File: src/sv/btp_pkg.sv
package btp_pkg;

    typedef enum logic [2:0] {
        REG_IMAGE_WIDTH     = 3'd0,
        REG_IMAGE_HEIGHT    = 3'd1,
        REG_BRICKS_ACROSS   = 3'd2,
        REG_BRICKS_DOWN     = 3'd3,
        REG_MORTAR_PERMILLE = 3'd4,
        REG_VAR_PERMILLE    = 3'd5
    } btp_reg_t;

    typedef struct packed {
        logic [7:0] col;
        logic [6:0] row;
        logic       mortar;
    } btp_cell_t;

    localparam logic [31:0] HASH_COL   = 32'd374761393;
    localparam logic [31:0] HASH_ROW   = 32'd668265263;
    localparam logic [31:0] HASH_MIX   = 32'd1274126177;

    localparam logic [8:0]  MORTAR_MAX = 9'd490;
    localparam logic [7:0]  MORTAR_GRAY = 8'd204;

    localparam logic [7:0]  BRICK_A_R = 8'd161;
    localparam logic [7:0]  BRICK_A_G = 8'd54;
    localparam logic [7:0]  BRICK_A_B = 8'd41;
    localparam logic [7:0]  BRICK_B_R = 8'd140;
    localparam logic [7:0]  BRICK_B_G = 8'd46;
    localparam logic [7:0]  BRICK_B_B = 8'd31;

    // t16 accumulator: 32768*500 midpoint, 65536*500 ceiling
    localparam logic signed [27:0] ACC_MID = 28'sd16384000;
    localparam logic [25:0] ACC_TOP    = 26'd32768000;
    localparam logic [25:0] ACC_ROUND  = 26'd250;
    localparam logic [26:0] RECIP_500  = 27'd68719476;    // floor(2^35/500)
    localparam int          RECIP_SHIFT = 35;
    localparam logic [9:0]  DIV_500    = 10'd500;

    localparam logic [20:0] SHADE_BASE = 21'd917504;
    localparam logic [27:0] SHADE_RND  = 28'd655360;
    localparam logic [7:0]  RECIP_5    = 8'd205;           // x/5 == (x*205)>>10, x<1024

    localparam int          CFG_W      = 13;

endpackage

File: src/sv/btp_div.sv
module btp_div #(
    parameter int NUM_W = 13,
    parameter int DEN_W = 14,
    parameter int QUO_W = 12,
    parameter int SB_W  = 1
) (
    input  logic             clk,
    input  logic             rst_n,
    input  logic             in_valid,
    input  logic [NUM_W-1:0] num,
    input  logic [DEN_W-1:0] den,
    input  logic [SB_W-1:0]  sb,
    output logic             out_valid,
    output logic [QUO_W-1:0] quo,
    output logic [DEN_W-1:0] rem,
    output logic [SB_W-1:0]  sb_out
);
    import btp_pkg::*;

    // one quotient bit per stage, restoring
    localparam int CW = NUM_W + DEN_W + QUO_W;

    logic             vld_reg [QUO_W];
    logic [NUM_W-1:0] rem_reg [QUO_W];
    logic [QUO_W-1:0] quo_reg [QUO_W];
    logic [SB_W-1:0]  sb_reg  [QUO_W];

    for (genvar k = 0; k < QUO_W; k++)
    begin : g_stage
        logic             vld_in;
        logic [NUM_W-1:0] rem_in;
        logic [QUO_W-1:0] quo_in;
        logic [SB_W-1:0]  sb_in;
        logic [CW-1:0]    sub;
        logic [CW-1:0]    diff;
        logic             fits;

        if (k == 0)
        begin : g_first
            assign vld_in = in_valid;
            assign rem_in = num;
            assign quo_in = '0;
            assign sb_in  = sb;
        end
        else
        begin : g_next
            assign vld_in = vld_reg[k-1];
            assign rem_in = rem_reg[k-1];
            assign quo_in = quo_reg[k-1];
            assign sb_in  = sb_reg[k-1];
        end

        assign sub  = CW'(den) << (QUO_W - 1 - k);
        assign fits = CW'(rem_in) >= sub;
        assign diff = CW'(rem_in) - sub;

        always_ff @(posedge clk or negedge rst_n)
        begin
            if (!rst_n)
            begin
                vld_reg[k] <= 1'b0;
            end
            else
            begin
                vld_reg[k] <= vld_in;
            end
        end

        always_ff @(posedge clk)
        begin
            rem_reg[k] <= fits ? diff[NUM_W-1:0] : rem_in;
            quo_reg[k] <= {quo_in[QUO_W-2:0], fits};
            sb_reg[k]  <= sb_in;
        end
    end

    assign out_valid = vld_reg[QUO_W-1];
    assign quo       = quo_reg[QUO_W-1];
    assign rem       = DEN_W'(rem_reg[QUO_W-1]);
    assign sb_out    = sb_reg[QUO_W-1];

endmodule

File: config.mk
export PLATFORM = sky130hd
export DESIGN_NAME = btp_div
export DESIGN_NICKNAME = d
export VERILOG_FILES = /design/src/sv/btp_pkg.sv /design/src/sv/btp_div.sv
export SDC_FILE = /design/constraint.sdc
export NUM_CORES = 1
export LEC_CHECK = 0
export ABC_CLOCK_PERIOD_IN_PS = 3700
export BUFFER_PORTS_ARGS = -buffer_cell sky130_fd_sc_hd__buf_2
export CORE_MARGIN = 4
export CORE_UTILIZATION = 60
export CTS_CLUSTER_DIAMETER = 100
export CTS_CLUSTER_SIZE = 14
export DETAILED_ROUTE_END_ITERATION = 10
export GPL_ROUTABILITY_DRIVEN = 0
export MAX_ROUTING_LAYER = met4
export PLACE_DENSITY_LB_ADDON = 0.3
export SYNTH_ARGS = -nofsm -noshare
export SYNTH_HDL_FRONTEND = slang
export SYNTH_SLANG_ARGS = --single-unit
File: constraint.sdc
create_clock -name clk -period 3.7 [get_ports clk]
set_input_delay 0.74 -clock clk [delete_from_list [all_inputs] [get_ports clk]]
set_output_delay 0.74 -clock clk [all_outputs]
set_load 0.01 [all_outputs]
# Word-level counts from Yosys, hierarchy flattened
# Memory sizes are Yosys's and may differ from the RTL's.
# Index checks and enable logic that the tools add are counted.
[totals]
reg_bits = 12
ramBits = 312
in_bits = 31
out_inout_bits = 28
word_cells = 51
memories = 3
[op_classes]
addsub = 12
n_lt_le_gt_ge = 12
mux = 12
[memory_table]
columns = ["memory", "words", "word_bits", "rd", "rd_ports_with_merged_regs", "write_ports", "line", "text"]
rows = [
  ["rem_reg", 12, 13, 12, 0, 12, "btp_div.sv:24", "logic [NUM_W-1:0] rem_reg [QUO_W];"],
  ["quo_reg", 12, 12, 12, 0, 12, "btp_div.sv:25", "logic [QUO_W-1:0] quo_reg [QUO_W];"],
  ["sb_reg", 12, 1, 12, 0, 12, "btp_div.sv:26", "logic [SB_W-1:0] sb_reg [QUO_W];"],
]
[op_table]
columns = ["cell", "n"]
rows = [
  ["two-way mux 13 bit", 12],
  ["subtractor 13 bit", 12],
  ["greater-or-equal comparator 13 x 25 -> 1 bit", 1],
  ["greater-or-equal comparator 13 x 24 -> 1 bit", 1],
  ["greater-or-equal comparator 13 x 23 -> 1 bit", 1],
  ["greater-or-equal comparator 13 x 22 -> 1 bit", 1],
  ["greater-or-equal comparator 13 x 21 -> 1 bit", 1],
  ["greater-or-equal comparator 13 x 20 -> 1 bit", 1],
  ["greater-or-equal comparator 13 x 19 -> 1 bit", 1],
  ["greater-or-equal comparator 13 x 18 -> 1 bit", 1],
  ["greater-or-equal comparator 13 x 17 -> 1 bit", 1],
  ["greater-or-equal comparator 13 x 16 -> 1 bit", 1],
  ["greater-or-equal comparator 13 x 15 -> 1 bit", 1],
  ["greater-or-equal comparator 13 x 14 -> 1 bit", 1],
]

# Depth between registers and ports, before layout
# An unclocked memory read counts as a cell.
[logic_depth]
depth_word = 3
depth_mapped = 12

# Least setup slack after synthesis
# OpenSTA, ideal clock, no wires.
[synth_path]
path_type = "input -> register"
from = "in den[2]"
to = "mem rem_reg[8][10] (netlist: rem_reg[2][10])"
setup_time_ns = 0.121
arrival_ns = 2.800
t_required_ns = 3.579
path_slack_ns = 0.779
stages = 8
n_path_buf = 1
path_cell_list = "inv_1 ha_1 nand4_1 or4_1 a2111o_1 a21oi_1 buf_4 mux2_2"
[synth_rtl]
columns = ["item", "line", "text"]
rows = [
  ["from (decl)", "btp_div.sv:11", "input logic [DEN_W-1:0] den,"],
  ["to (decl)", "btp_div.sv:24", ""],
]

==> metrics <==
post-synth cell types=71; die area=19400 sq um; Num CTS Buffers=22; Final Max Tran Viols=0; Setup TNS=0 ns; initial antenna violation count=0; Setup-failing EPs final=0; crit start category=primary input; remaining global-route overflow=0; combinational power share=17.1%; post-synth net total=1051; first-pass GRT wire length=34200 um; status=complete, no violations; Synth area leader=dfxtp_1; Max Fclk=348 MHz; Synth async-reset ratio=4.65%; drt via density=5.56; Slew headroom=57.9%; Crit path top cell by count=buf_4; area delta synth->final=11.7%; max reg flops=156; Mapped Area=10300 sq um; Crit path arrival time=3.26 ns; Max Cap Violations=0; I/O Pins=59; worst-path cell chain=buf_2, inv_1, buf_4, ha_1, nand4_1, nor3_1, nor2_1, a211oi_2, buf_4, mux2_2; unrepaired setup endpoints after global routing=no; hold buffers post-CTS=0; switching share of power=25.9%; initial DRC count=269; CTS max path bufs=3; Residual DRC=0; LEAKAGE=5.13 nW; via count=6825; CTS tree=built; post-layout util=68.9%; GRT Overall Usage=22.1%; Die Y-Extent=139 um; Final ANT Viol Nets=0; Worst Path Required=4.08 ns; crit end category=flop; Crit Path Max Fanout=11; Syn. warnings=0; skew final=0.0221 ns; number of inserted diodes=0; switching pwr=1.57 mW; post-synth top area share=47.6%; pwr dens=526 nW/um^2; Chip Width=139 um; initial core utilization=61.7%; ranking of synthesized cells by area=dfxtp_1 48%, ha_1 11%, mux2_2 6.2%; post-CTS sizing=0; largest net degree at the start of global routing=16; wire length per cell=16.7 um; row cnt=47; Peak VDD IR=0.448 mV; Worst Hold Class=in -> async; final worst setup slack=0.828 ns; CP max stage cell=nor3_1; worst hold slack=0.0979 ns; Least-Margin Pin Slew=0.632 ns; sequential share of power=49.8%; CP peak stage delay=0.36 ns; Clock Latency Late Sink=0.51 ns; drt pass-1 iters=5; Post-synth EDFFs=0; post-CTS setup buffer count=0; layout cells sized above 1=17.1%; Post-DP HPWL=15200 um; Routed WL=20600 um; period utilisation layout=77.6%; clock edge transition at the registers on the reported setup and hold paths=0.07 ns; number of hold violations in the final report=0; H-tree levels=1; Worst Path Class, Setup=in -> reg; Mapped Avg Cell Area=11.3 sq um; Nets=1138; Setup Slack @ Placement=0.260 ns; Post-Synthesis Cells=918; core area=16800 sq um; vias in the first global route=7017; Yosys reg bits=258; Post-synth top flop=dfxtp_1; clock tree sinks=258; Final Power=6.08 mW; PortBufs=57; fin crit period=2.87 ns; Int Pwr=4.51 mW; Root Driver=clkbuf_16; Clk pwr share=33.1%; sequential share of the synthesized area=50.5%
-- metrics by stage --
| stage | cell area, sq um | cells |
|---|---|---|
| floorplan | 10300 | 918 |
| detailed placement | 11000 | 1201 |
| global placement | 11000 | 1201 |
| global route | 11600 | 1228 |
| finish | 11600 | 1228 |
| CTS | 11600 | 1228 |
-- cells by family after synthesis --
logic type / count (synthesis) / share of synthesized area (%)
AO/OA/AOI/OAI: 169 / 10.7
XOR/XNOR: 44 / 3.73
flip-flops: 258 / 50.5
adder cells (fa/ha/maj): 102 / 13.2
buffers and inverters: 65 / 2.54
other: 1 / 0.0363
AND/OR/NAND/NOR: 195 / 10.4
multiplexers: 84 / 8.87
-- metal layers --
layer | vias up | global-route usage [%] | part of all wire, %
li1 | 3433 | - | -
met1 | 3191 | 27.0 | 43
met2 | 151 | 37.8 | 49
met3 | 50 | 3.05 | 4.3
met4 | 0 | 7.11 | 3.6
met5 | - | - | 0
-- placed cells by master, fill, tap and decap left out, types with 3 or more instances in the layout --
cell         n
nor4_1       5
clkbuf_1     3
dfxtp_1    246
nor2b_1     21
a21o_1      13
ha_1        90
nand3_1      9
nand4_1     13
o211ai_1     4
or4_1        6
buf_4       16
nor3_1      16
xnor2_1     31
o31a_1       8
mux2_2      57
o31ai_1      5
nand2b_1    16
a21boi_0     8
or3_1        5
nor2_1      59
mux2i_1     26
buf_2       57
inv_1       54
xor2_1      13
fa_1        12
dfrtp_1     12
o21ai_0     37
o21a_1      15
o21bai_1     3
or2_2        3
clkbuf_16   22
a21oi_1     49
nor4b_1      5
nand2_1     20
-- Yosys cell counts (all sizes together), types with 10 or more instances --
| library cell | number |
|---|---|
| xor2 | 13 |
| a21o | 13 |
| nor2b | 21 |
| o21a | 15 |
| nor3 | 18 |
| inv | 55 |
| nand2 | 20 |
| nand4 | 13 |
| nand3 | 10 |
| dfxtp | 246 |
| ha | 90 |
| nand2b | 16 |
| xnor2 | 31 |
| o21ai | 38 |
| mux2 | 58 |
| a21oi | 49 |
| mux2i | 26 |
| dfrtp | 12 |
| nor2 | 59 |
| fa | 12 |
-- power by group through the flow --
stage | Combinational, mW | Sequential, mW | Clock [mW]
after CTS | 1.04 | 3.03 | 2.06
after floorplan | 0.760 | 3.08 | 0
after global routing | 1.17 | 3.04 | 2.17
final | 1.04 | 3.03 | 2.01
after global placement | 0.999 | 3.09 | 0
after detailed placement | 1.03 | 3.09 | 0
-- worst paths after layout --
| kind | startpoint | to | slack [ns] | cells past startpoint |
|---|---|---|---|---|
| worst max-delay path | den[1] | rem_reg[2][43]$_DFF_P_ | 0.83 | 10 |
| worst min-delay path | rst_n | g_stage[11].vld_in$_DFF_PN0_ | 0.1 | 1 |
| worst max register to register | rem_reg[2][26]$_DFF_P_ | rem_reg[2][43]$_DFF_P_ | 0.90 | 10 |
| worst min register to register | quo_reg[1][25]$_DFF_P_ | quo_reg[1][38]$_DFF_P_ | 0.32 | 0 |
| max in group asynchronous | rst_n | g_stage[10].vld_in$_DFF_PN0_ | 3.40 | 1 |
| min in group clk | quo_reg[1][25]$_DFF_P_ | quo_reg[1][38]$_DFF_P_ | 0.32 | 0 |
-- critical path: cells and delay by family --
family,cells,cell delay [ns]
fa+ha+maj,1,0.30
mux,1,0.36
compound gates,1,0.32
buf+inv,4,0.96
simple gates,3,0.55
-- cell type report --
cell class / instances / area (sq um)
fill: 1204 / 5200
multi-input combinational: 595 / 4860
tap: 220 / 275
clock buffer: 25 / 562
sequential: 258 / 5230
clock inverter: 2 / 25.0
timing repair buffer: 73 / 405
inverter: 55 / 206
(Power assumes the default switching activity.)
